[src/hw/rtl/tcw_pkg.sv]
// Package for the text console writer: item and result types, mode,
// character and register codes, sequencer states.
// No dependencies.
package tcw_pkg;

    localparam int COL_W  = 7;
    localparam int ROW_W  = 5;
    localparam int BYTE_W = 8;

    typedef logic [1:0]        t_mode;
    typedef logic [BYTE_W-1:0] t_byte;
    typedef logic [15:0]       t_cell;
    typedef logic [0:0]        t_cfg_index;

    localparam t_mode MODE_PUT   = 2'd0;
    localparam t_mode MODE_CLEAR = 2'd1;
    localparam t_mode MODE_READ  = 2'd2;

    localparam t_byte CH_NEWLINE   = 8'd10;
    localparam t_byte CH_BACKSPACE = 8'd8;
    localparam t_byte CH_SPACE     = 8'd32;

    localparam t_byte GLYPH_RESET = 8'h0F;
    localparam t_byte BLANK_RESET = 8'h07;

    localparam t_cfg_index CFG_GLYPH = 1'b0;
    localparam t_cfg_index CFG_BLANK = 1'b1;

    typedef struct packed {
        t_mode             mode;
        t_byte             char_code;
        logic [COL_W-1:0]  cell_column;
        logic [ROW_W-1:0]  cell_row;
    } t_item;

    typedef struct packed {
        t_byte             read_char;
        t_byte             read_attr;
        logic [COL_W-1:0]  cursor_column;
        logic [ROW_W-1:0]  cursor_row;
        logic              did_scroll;
    } t_result;

    typedef enum logic [2:0] {
        S_INIT,
        S_IDLE,
        S_EXEC,
        S_READ,
        S_CLEAR,
        S_SCROLL,
        S_BOTTOM,
        S_DONE
    } t_state;

endpackage

[src/hw/rtl/tcw_ctrl.sv]
// Sequencer of the text console writer: cursor, cell address unit and the
// sweep counter for reset fill, clear and scroll. Depends on tcw_pkg.
module tcw_ctrl #(
    parameter int COLUMNS = 80,
    parameter int ROWS    = 25,
    parameter int AW      = 11
) (
    input  logic              i_clk,
    input  logic              i_rst_n,
    input  logic              i_in_valid,
    output logic              o_in_ready,
    input  tcw_pkg::t_item    i_item,
    input  tcw_pkg::t_byte    i_glyph_attr,
    input  tcw_pkg::t_byte    i_blank_attr,
    input  logic              i_out_free,
    output logic              o_push,
    output tcw_pkg::t_result  o_res,
    output logic              o_we,
    output logic [AW-1:0]     o_waddr,
    output tcw_pkg::t_cell    o_wdata,
    output logic              o_re,
    output logic [AW-1:0]     o_raddr,
    input  tcw_pkg::t_cell    i_rdata
);
    import tcw_pkg::*;

    localparam int CELLS = COLUMNS * ROWS;
    localparam int CW    = $clog2(COLUMNS);
    localparam int RW    = $clog2(ROWS);
    localparam int SW    = $clog2(CELLS + 1);

    t_state           r_state, n_state;
    logic [CW-1:0]    r_col, n_col;
    logic [RW-1:0]    r_row, n_row;
    t_byte            r_rc, n_rc;
    t_byte            r_ra, n_ra;
    logic             r_scr, n_scr;
    t_mode            r_mode, n_mode;
    t_byte            r_ch, n_ch;
    logic [COL_W-1:0] r_icol, n_icol;
    logic [ROW_W-1:0] r_irow, n_irow;
    logic [SW-1:0]    r_sa, n_sa;
    logic             r_pv, n_pv;
    logic [AW-1:0]    r_pa, n_pa;

    logic [CW:0]      col_inc;
    logic [RW:0]      row_inc;
    logic             col_wrap, row_wrap;
    logic             is_nl, is_bs, rd_in, need_scroll, exec_ends;
    logic             sa_last, sa_end;
    logic [CW-1:0]    a_col;
    logic [RW-1:0]    a_row;
    logic [AW-1:0]    a_addr;

    assign col_inc  = {1'b0, r_col} + 1'b1;
    assign row_inc  = {1'b0, r_row} + 1'b1;
    assign col_wrap = col_inc == (CW+1)'(COLUMNS);
    assign row_wrap = row_inc == (RW+1)'(ROWS);
    assign is_nl    = r_ch == CH_NEWLINE;
    assign is_bs    = r_ch == CH_BACKSPACE;
    assign rd_in    = (r_icol < COLUMNS) && (r_irow < ROWS);
    assign need_scroll = (r_mode == MODE_PUT) && row_wrap && (is_nl || (!is_bs && col_wrap));
    assign exec_ends   = !need_scroll && (r_mode != MODE_CLEAR) &&
                         !((r_mode == MODE_READ) && rd_in);
    assign sa_last  = r_sa == SW'(CELLS - 1);
    assign sa_end   = r_sa == SW'(CELLS);

    always_comb begin
        a_col = r_col;
        a_row = r_row;
        if (r_mode == MODE_READ) begin
            a_col = CW'(r_icol);
            a_row = RW'(r_irow);
        end else if (is_bs) begin
            a_col = n_col;
            a_row = n_row;
        end
    end

    assign a_addr  = AW'(a_row) * AW'(COLUMNS) + AW'(a_col);
    assign o_raddr = (r_state == S_SCROLL) ? r_sa[AW-1:0] : a_addr;
    assign o_in_ready = r_state == S_IDLE;

    always_comb begin
        n_state = r_state;
        unique case (r_state)
            S_INIT:   if (sa_last) n_state = S_IDLE;
            S_IDLE:   if (i_in_valid) n_state = S_EXEC;
            S_EXEC: begin
                if (need_scroll) begin
                    n_state = S_SCROLL;
                end else if (r_mode == MODE_CLEAR) begin
                    n_state = S_CLEAR;
                end else if ((r_mode == MODE_READ) && rd_in) begin
                    n_state = S_READ;
                end else begin
                    n_state = i_out_free ? S_IDLE : S_DONE;
                end
            end
            S_READ:   n_state = i_out_free ? S_IDLE : S_DONE;
            S_CLEAR:  if (sa_last) n_state = S_DONE;
            S_SCROLL: if (sa_end && r_pv) n_state = S_BOTTOM;
            S_BOTTOM: if (sa_last) n_state = S_DONE;
            S_DONE:   if (i_out_free) n_state = S_IDLE;
            default:  n_state = S_INIT;
        endcase
    end

    always_comb begin
        n_col  = r_col;
        n_row  = r_row;
        n_rc   = r_rc;
        n_ra   = r_ra;
        n_scr  = r_scr;
        n_mode = r_mode;
        n_ch   = r_ch;
        n_icol = r_icol;
        n_irow = r_irow;
        n_sa   = r_sa;
        n_pv   = r_pv;
        n_pa   = r_pa;
        o_we    = 1'b0;
        o_waddr = a_addr;
        o_wdata = {i_blank_attr, CH_SPACE};
        o_re    = 1'b0;
        o_push  = 1'b0;
        unique case (r_state)
            S_INIT: begin
                o_we    = 1'b1;
                o_waddr = r_sa[AW-1:0];
                o_wdata = {BLANK_RESET, CH_SPACE};
                n_sa    = r_sa + 1'b1;
            end
            S_IDLE: begin
                if (i_in_valid) begin
                    n_mode = i_item.mode;
                    n_ch   = i_item.char_code;
                    n_icol = i_item.cell_column;
                    n_irow = i_item.cell_row;
                    n_rc   = '0;
                    n_ra   = '0;
                    n_scr  = 1'b0;
                end
            end
            S_EXEC: begin
                case (r_mode)
                    MODE_PUT: begin
                        if (is_nl) begin
                            n_col = '0;
                            if (!row_wrap) n_row = row_inc[RW-1:0];
                        end else if (is_bs) begin
                            if (r_col != '0) begin
                                n_col = r_col - 1'b1;
                                o_we  = 1'b1;
                            end else if (r_row != '0) begin
                                n_row = r_row - 1'b1;
                                n_col = CW'(COLUMNS - 1);
                                o_we  = 1'b1;
                            end
                        end else begin
                            o_we    = 1'b1;
                            o_wdata = {i_glyph_attr, r_ch};
                            if (col_wrap) begin
                                n_col = '0;
                                if (!row_wrap) n_row = row_inc[RW-1:0];
                            end else begin
                                n_col = col_inc[CW-1:0];
                            end
                        end
                        if (need_scroll) begin
                            n_scr = 1'b1;
                            n_sa  = SW'(COLUMNS);
                            n_pv  = 1'b0;
                        end
                    end
                    MODE_CLEAR: begin
                        n_col = '0;
                        n_row = '0;
                        n_sa  = '0;
                    end
                    MODE_READ: o_re = rd_in;
                    default: ;
                endcase
                o_push = exec_ends && i_out_free;
            end
            S_READ: begin
                n_rc   = i_rdata[7:0];
                n_ra   = i_rdata[15:8];
                o_push = i_out_free;
            end
            S_CLEAR: begin
                o_we    = 1'b1;
                o_waddr = r_sa[AW-1:0];
                n_sa    = r_sa + 1'b1;
            end
            S_SCROLL: begin
                o_waddr = r_pa;
                o_wdata = i_rdata;
                o_we    = r_pv;
                if (!sa_end) begin
                    o_re = 1'b1;
                    n_sa = r_sa + 1'b1;
                    n_pv = 1'b1;
                    n_pa = AW'(r_sa - SW'(COLUMNS));
                end else begin
                    n_pv = 1'b0;
                    n_sa = SW'(CELLS - COLUMNS);
                end
            end
            S_BOTTOM: begin
                o_we    = 1'b1;
                o_waddr = r_sa[AW-1:0];
                n_sa    = r_sa + 1'b1;
            end
            S_DONE:  o_push = i_out_free;
            default: ;
        endcase
    end

    always_comb begin
        o_res.read_char     = n_rc;
        o_res.read_attr     = n_ra;
        o_res.cursor_column = COL_W'(n_col);
        o_res.cursor_row    = ROW_W'(n_row);
        o_res.did_scroll    = n_scr;
    end

    always_ff @(posedge i_clk) begin
        if (!i_rst_n) begin
            r_state <= S_INIT;
            r_col   <= '0;
            r_row   <= '0;
            r_sa    <= '0;
            r_pv    <= 1'b0;
        end else begin
            r_state <= n_state;
            r_col   <= n_col;
            r_row   <= n_row;
            r_sa    <= n_sa;
            r_pv    <= n_pv;
        end
    end

    always_ff @(posedge i_clk) begin
        r_rc   <= n_rc;
        r_ra   <= n_ra;
        r_scr  <= n_scr;
        r_mode <= n_mode;
        r_ch   <= n_ch;
        r_icol <= n_icol;
        r_irow <= n_irow;
        r_pa   <= n_pa;
    end
endmodule

[config.mk]
export PLATFORM = sky130hd
export DESIGN_NAME = tcw_ctrl
export DESIGN_NICKNAME = d
export VERILOG_FILES = /design/src/hw/rtl/tcw_pkg.sv /design/src/hw/rtl/tcw_ctrl.sv
export SDC_FILE = /design/constraint.sdc
export NUM_CORES = 1
export LEC_CHECK = 0
export BUFFER_PORTS_ARGS = -buffer_cell sky130_fd_sc_hd__buf_2
export CAP_MARGIN = 5
export CELL_PAD_IN_SITES_DETAIL_PLACEMENT = 1
export CELL_PAD_IN_SITES_GLOBAL_PLACEMENT = 1
export CORE_MARGIN = 2
export CORE_UTILIZATION = 32
export CTS_CLUSTER_DIAMETER = 150
export DETAILED_ROUTE_END_ITERATION = 7
export PLACE_DENSITY = 0.71
export SLEW_MARGIN = 5
export SYNTH_ARGS = -nofsm -noshare
export SYNTH_HDL_FRONTEND = slang
export SYNTH_SLANG_ARGS = --single-unit
[constraint.sdc]
create_clock -name i_clk -period 5.9 [get_ports i_clk]
set_clock_uncertainty 0.1 [all_clocks]
set_input_delay 0.885 -clock i_clk [delete_from_list [all_inputs] [get_ports i_clk]]
set_output_delay 0.885 -clock i_clk [all_outputs]
set_load 0.005 [all_outputs]
==> flow_summary.yaml, run 1 <==
global_route:
  grt_first_pass_wirelength_um: 32000
  global_route.usage.total: 0.229
  pin_count_of_the_biggest_net_entering_global_routing: 25
  busiest_layer: "met2"
  vias_in_the_first_global_route: 5763
  globalRouteMet3Util: 0.0435
  groute.layer.met2.usage: 0.370
  antenna_found_initial: 0
  gr-usage-met1: 0.302
  overflow: 0
layout:
  area_growth_pct: 24.4
  fillerInstances: 1953
  layout_cells_sized_above_1: 0.279
  finish.net_count: 836
  seq_area_mm2: 0.00188
  num_antenna_cells: 0
  combined_area_of_the_multi_input_logic_cells_mm2: 0.00332
pwr:
  report.power.total_mw: 1.19
  seq_power_share: 0.470
  clock_network_fraction_of_design_power: 0.496
  switching_power_mw: 0.252
  p_int_mw: 0.942
  p_comb_frac: 0.034
  p_leak_nw: 2.87
  power_per_cell_area_mw_per_mm2: 178
  max-vdd-ir-drop_v: 0.000132
  p_sw_frac: 0.211
sta:
  final_count_of_negative_setup_slack_endpoints: 0
  tns_ns: 0
  slew_violations: 0
  layout_min_cycle_time_ns: 5.66
  final-hold-violation-count: 0
  period_share: 0.959
  slew_headroom: 0.206
  max_freq_ghz: 0.177
  max_slew.worst_pin.slew_ns: 1.19
floorplanning:
  die-area_mm2: 0.0180
  io_pins: 129
  die_y_um: 134
  std_cell_rows: 47
  core-area_mm2: 0.0165
  die_width_um: 134
  initial_core_utilization: 0.327
worst_setup_path:
  cp-start-kind: "flop"
  path_buf_inv: 3
  critPathCaptureType: "output pin"
  critical_path_class: "flop to output pin"
  r2r_setup_slack_ns: 2.91
  critical_path_arrival_ns: 4.68
  crit_required_ns: 4.91
  critical_path_end: "o_waddr[10]"
  critical-path-max-stage-delay_ns: 0.53
  crit_path_start: "r_col[1]"
  instance_count_on_the_critical_path: 18
  worst_path_max_delay_cell: "sky130_fd_sc_hd__or4b_4"
  worst_r2r_endpoint: "r_sa[5]"
  r2r.worst_path.cells: 6
  worstReg2RegStart: "r_state[0]"
  critPathTopFamily: "simple AND/OR/NAND/NOR gates"
  timing.critical_path.cells: "inv_1 -> ha_2 -> or4b_4 -> or3_1 -> a21oi_1 -> nor2b_1 -> a22oi_2 -> o31ai_2 -> ha_1 -> ha_1 -> inv_1 -> fa_1 -> or2_2 -> o21a_1 -> o32ai_2 -> xor2_1 -> o21ai_1 -> buf_2"
  critical_path.max_fanout: 10
place:
  routabilityCongestion: 0.968
  port_buffers: 128
  dp_hpwl_um: 15500
yosys:
  ys_dominant_reg_cell: "sky130_fd_sc_hd__dfxtp_1"
  synthCells: 636
  number_of_enable_type_register_cells_in_the_synthesized_netlist: 33
  post_synth_and_or_nand_nor_area_fraction: 0.212
  netlist_top_cells_count: "sky130_fd_sc_hd__nand2_1 (66), sky130_fd_sc_hd__o21ai_0 (46), sky130_fd_sc_hd__dfxtp_1 (44)"
  synth_fa_ha_area_frac: 0.0560
  synth_sequential_area_ratio: 0.346
  synth_top_family_by_area: "compound AO/OA/AOI/OAI gates"
  postSynth.asyncResetShare: 0
  postSynthAreaPerCell_um2: 8.50
  post_synth_xor_area_fraction: 0.0194
  synth_top_cell_by_area: "sky130_fd_sc_hd__edfxtp_1"
  ys_ff_latch: 77
  synth_area_leaders: "sky130_fd_sc_hd__edfxtp_1 (18%), sky130_fd_sc_hd__dfxtp_1 (16%), sky130_fd_sc_hd__ha_1 (4.9%)"
  yosys.area.top_type_share: 0.183
  synth-warning-count: 0
  compound_cell_area_share_of_the_yosys_netlist: 0.299
  post_synth_mux_area_share: 0.00995
  synth.distinct_cells: 80
  yosysMostFrequentCell: "sky130_fd_sc_hd__nand2_1"
  syn-cell-area_mm2: 0.00541
  syn-num-nets: 717
cts:
  ctsHoldBuffers: 0
  htree_num_levels: 3
  tritoncts: "done"
  clock_sink_count: 77
  worstSkewPairLatency_ns: 0.35
  master_cell_of_the_clock_root_buffer: "sky130_fd_sc_hd__clkbuf_16"
  cts.reportedPaths.clkPinSlew_ns: 0.06
  cts-buffers-inserted: 9
  maximum_number_of_buffers_from_clock_root_to_sink: 2
run:
  cap_viol_max_count: 0
routing:
  post_route_ant_nets: 0
  via_per_inst: 5.84
  drtPass1Iterations: 5
  vias: 5720
  drt_iter0_drc: 433
  avgRoutedWirePerCell_um: 21.1
  detail_route.wirelength_um: 20600
  drt_drc_violations_left: 0
run_status:
  run_status: "completed"
min_path:
  holdCritPathClass: "flop to flop"
[cell families after synthesis]
group           Yosys count
fa+ha+maj                23
compound gates          228
buf+inv                  73
simple gates            218
mux                       5
xor+xnor                 12
flops                    77
[registers in the layout, indices dropped and copies added, names as in the netlist]
signal / flops
r_sa: 11
r_pa: 11
r_icol: 7
r_state: 3
r_ra: 8
r_rc: 8
r_irow: 5
r_col: 7
r_pv: 1
r_ch: 8
r_mode: 2
r_scr: 1
r_row: 5
[worst register-to-register path, cell delays in order, from the launching register on]
cell and delay (ns):
sky130_fd_sc_hd__dfxtp_1 0.67, sky130_fd_sc_hd__nand3b_1 0.64, sky130_fd_sc_hd__a31oi_1 0.46, sky130_fd_sc_hd__buf_4 0.30
sky130_fd_sc_hd__nand2b_1 0.32, sky130_fd_sc_hd__a21oi_1 0.12, sky130_fd_sc_hd__a211oi_1 0.27
[final cells by class]
type	instances	share of cell area
Tap cell	220	0.0409
Clock inverter	3	0.00614
Clock buffer	13	0.0404
Sequential cell	77	0.279
Timing Repair Buffer	155	0.125
Inverter	26	0.0145
Multi-Input combinational cell	486	0.493
[layout by cell type (no fill, tap or decap), types with 4 or more instances in the layout]
master and n:
sky130_fd_sc_hd__a211oi_1 8, sky130_fd_sc_hd__a21o_1 8, sky130_fd_sc_hd__a21oi_1 36, sky130_fd_sc_hd__a221o_1 4
sky130_fd_sc_hd__a222oi_1 5, sky130_fd_sc_hd__a22o_1 27, sky130_fd_sc_hd__a22oi_1 11, sky130_fd_sc_hd__a31oi_1 13
sky130_fd_sc_hd__and2_1 14, sky130_fd_sc_hd__and3_1 5, sky130_fd_sc_hd__buf_2 128, sky130_fd_sc_hd__buf_4 27
sky130_fd_sc_hd__clkbuf_16 10, sky130_fd_sc_hd__dfxtp_1 41, sky130_fd_sc_hd__edfxtp_1 33, sky130_fd_sc_hd__ha_1 19
sky130_fd_sc_hd__inv_1 25, sky130_fd_sc_hd__nand2_1 64, sky130_fd_sc_hd__nand2b_1 6, sky130_fd_sc_hd__nand3_1 16
sky130_fd_sc_hd__nand4_1 7, sky130_fd_sc_hd__nor2_1 42, sky130_fd_sc_hd__nor2b_1 6, sky130_fd_sc_hd__nor3_1 13
sky130_fd_sc_hd__nor3b_1 4, sky130_fd_sc_hd__o211ai_1 7, sky130_fd_sc_hd__o21a_1 6, sky130_fd_sc_hd__o21ai_0 45
sky130_fd_sc_hd__o21ai_1 5, sky130_fd_sc_hd__o22ai_1 5, sky130_fd_sc_hd__o31ai_1 7, sky130_fd_sc_hd__or2_2 5
sky130_fd_sc_hd__or3_1 7, sky130_fd_sc_hd__xnor2_1 5, sky130_fd_sc_hd__xor2_1 7
[what timing repair did]
item / 4_1_cts / 5_1_grt
setup endpoints to repair: 2 / 2
buffers inserted: 0 / 6
resized for setup: 6 / 15
pin swaps: 0 / 5
[power groups by stage]
stage | combinational, mW | clock, mW | sequential, mW
3_3_place_gp | 0.0391 | 0 | 0.572
6_report | 0.0408 | 0.593 | 0.561
3_5_place_dp | 0.0402 | 0 | 0.573
4_1_cts | 0.0410 | 0.607 | 0.561
2_1_floorplan | 0.0122 | 0 | 0.571
5_1_grt | 0.0450 | 0.626 | 0.561
[how the worst min path moves through the flow]
stage | from | end | cells after the start
floorplan | r_pv | r_pv | 2
global placement | r_rc[1] | r_rc[1] | 1
detailed placement | r_ra[6] | r_ra[6] | 1
CTS | r_ra[2] | r_ra[2] | 1
global route | r_rc[3] | r_rc[3] | 1
finish | r_ra[2] | r_ra[2] | 1
[metrics by stage]
step | utilization | hold WS, ns | cells | setup slack, ns | area [um^2]
2_1_floorplan | - | 0.346 | 636 | 0.838 | 5410
3_3_place_gp | 0.380 | 0.356 | 958 | 0.503 | 6270
3_5_place_dp | 0.380 | 0.356 | 958 | 0.345 | 6270
4_1_cts | 0.400 | 0.371 | 974 | 0.112 | 6610
5_1_grt | 0.407 | 0.392 | 980 | -0.0169 | 6730
6_report | 0.407 | 0.374 | 980 | 0.239 | 6730
[metal layers]
| metal | part of all wire | vias up |
|---|---|---|
| met3 | 0.063 | 35 |
| met5 | 0 | - |
| li1 | - | 2626 |
| met2 | 0.46 | 232 |
| met1 | 0.44 | 2827 |
| met4 | 0.032 | 0 |
(Power assumes the default switching activity.)
==> run 2: changes to the inputs <==
--- a/config.mk
+++ b/config.mk
@@ -9,7 +9,7 @@
 export CAP_MARGIN = 5
 export CELL_PAD_IN_SITES_DETAIL_PLACEMENT = 1
 export CELL_PAD_IN_SITES_GLOBAL_PLACEMENT = 1
-export CORE_MARGIN = 2
+export CORE_MARGIN = 4
 export CORE_UTILIZATION = 32
 export CTS_CLUSTER_DIAMETER = 150
 export DETAILED_ROUTE_END_ITERATION = 7
==> run 2 against run 1 <==
Against the previous run:
- critical path depth fell by 2
- combinational power fell by 1%
- routed wire length rose by 1.5%
- register-to-register slack got worse by 0.07 ns
- clock power fell by 9.3%
- final cell count rose by 0.10%
- sequential power barely moved
- largest power group is now sequential cells
==> flow_summary.yaml, run 2 (synthesis gave the netlist of run 1 again) <==
run_status:
  run_status: "completed"
run:
  cap_viol_max_count: 0
cts:
  clock_sink_count: 77
  tritoncts: "done"
  maximum_number_of_buffers_from_clock_root_to_sink: 2
  htree_num_levels: 3
  ctsHoldBuffers: 0
  master_cell_of_the_clock_root_buffer: "sky130_fd_sc_hd__clkbuf_16"
  cts.reportedPaths.clkPinSlew_ns: 0.06
  cts-buffers-inserted: 9
  worstSkewPairLatency_ns: 0.35
pwr:
  p_leak_nw: 2.85
  report.power.total_mw: 1.14
  power_per_cell_area_mw_per_mm2: 171
  max-vdd-ir-drop_v: 0.000158
worst_setup_path:
  critPathCaptureType: "output pin"
  critical_path_arrival_ns: 4.73
  critical_path.max_fanout: 10
  worst_r2r_endpoint: "r_col[4]"
  critical_path_end: "o_waddr[10]"
  cp-start-kind: "flop"
  critical_path_class: "flop to output pin"
  r2r.worst_path.cells: 7
  crit_required_ns: 4.91
  worstReg2RegStart: "r_mode[0]"
  r2r_setup_slack_ns: 2.84
  crit_path_start: "r_ch[1]"
sta:
  slew_violations: 0
  timing.final.ws_setup_ns: 0.181
  slew_headroom: 0.264
  max_slew.worst_pin.slew_ns: 1.10
  layout_min_cycle_time_ns: 5.72
  period_share: 0.969
  final-hold-violation-count: 0
  final_count_of_negative_setup_slack_endpoints: 0
  max_freq_ghz: 0.175
routing:
  drt_drc_violations_left: 0
  post_route_ant_nets: 0
  vias: 5646
  avgRoutedWirePerCell_um: 21.4
  drt_iter0_drc: 352
  drtPass1Iterations: 5
  via_per_inst: 5.76
  detail_route.wirelength_um: 21000
floorplanning:
  std_cell_rows: 47
  die-area_mm2: 0.0190
  die_y_um: 138
  core-area_mm2: 0.0166
  io_pins: 129
  initial_core_utilization: 0.326
  die_width_um: 138
global_route:
  global_route.usage.total: 0.218
  overflow: 0
  grt_first_pass_wirelength_um: 32000
  vias_in_the_first_global_route: 5783
  antenna_found_initial: 0
  pin_count_of_the_biggest_net_entering_global_routing: 40
layout:
  layout_cells_sized_above_1: 0.280
  top_regs: "r_pa (11), r_sa (11)"
  final_common_cell: "sky130_fd_sc_hd__buf_2"
  area_growth_pct: 23.1
  layout.cells.most_common_list: "sky130_fd_sc_hd__buf_2 (128), sky130_fd_sc_hd__nand2_1 (65), sky130_fd_sc_hd__o21ai_0 (46), sky130_fd_sc_hd__nor2_1 (42), sky130_fd_sc_hd__dfxtp_1 (40)"
  num_antenna_cells: 0
  finalNonFillerCells: 981
  finish.net_count: 837
  fin_util: 0.401
place:
  numPlacedInstances: 960
  place_worst_setup_slack_ns: 0.406
  dp_hpwl_um: 16100
  routabilityCongestion: 0.932
  port_buffers: 128
min_path:
  holdCritPathClass: "flop to flop"
[run 2: cell types whose count changed in the layout (fill, tap and decap cells not counted), sizes merged]
cell / change
clkbuf: -4
clkinv: +1
buf: +1
inv: +3
bufinv: -1
clkinvlp: +1
[run 2: routing by layer]
layer	global-route usage	share of wire
met3	0.0479	0.063
met2	0.362	0.48
met4	0.0741	0.029
met1	0.281	0.43
met5	0	0
[run 2: area by class of cell]
cell class | count | area [um^2]
Clock buffer | 9 | 225
Clock inverter | 7 | 55.1
Fill cell | 1987 | 9930
Inverter | 26 | 97.6
Multi-Input combinational cell | 486 | 3270
Sequential cell | 77 | 1880
Tap cell | 220 | 275
Timing Repair Buffer | 156 | 851
[run 2: worst min-delay path by stage]
stage	cells past startpoint	slack, ns	end	start
final	1	0.37	r_ra[1]	r_ra[1]
after CTS	1	0.37	r_ra[1]	r_ra[1]
after detailed placement	1	0.36	r_ra[1]	r_ra[1]
after global routing	1	0.40	r_rc[6]	r_rc[6]
after global placement	1	0.35	r_rc[1]	r_rc[1]
after floorplan	2	0.35	r_pv	r_pv
[run 2: power by group]
part	total (mW)	switching, mW	internal [mW]
sequential	0.561	0.00405	0.557
clock	0.538	0.248	0.290
combinational	0.0404	0.0198	0.0206
[run 2: timing repair]
item,in CTS,in global routing
gates resized for setup,3,10
setup buffers,0,5
pin swaps,0,3
setup endpoints to repair,2,4
[run 2: critical path, stage by stage, from the launching register on]
cell and delay [ns]:
sky130_fd_sc_hd__edfxtp_1 0.50, sky130_fd_sc_hd__or4b_2 0.72, sky130_fd_sc_hd__nor2_2 0.14, sky130_fd_sc_hd__buf_4 0.20, sky130_fd_sc_hd__nand2_1 0.12, sky130_fd_sc_hd__nand2_1 0.11, sky130_fd_sc_hd__nor3_1 0.05, sky130_fd_sc_hd__or4_1 0.54
sky130_fd_sc_hd__ha_1 0.23, sky130_fd_sc_hd__ha_1 0.19, sky130_fd_sc_hd__inv_1 0.07, sky130_fd_sc_hd__fa_1 0.46, sky130_fd_sc_hd__nand3b_1 0.24, sky130_fd_sc_hd__o32ai_1 0.34, sky130_fd_sc_hd__xor2_1 0.23, sky130_fd_sc_hd__o21ai_1 0.08
sky130_fd_sc_hd__buf_2 0.14
[run 2: per-stage QoR]
stage	hold WS (ns)	TNS, ns	instance area [um^2]
2_1_floorplan	0.346	0	5410
3_3_place_gp	0.352	0	6290
3_5_place_dp	0.358	0	6290
4_1_cts	0.373	0	6580
5_1_grt	0.402	-0.0211	6650
6_report	0.367	0	6650
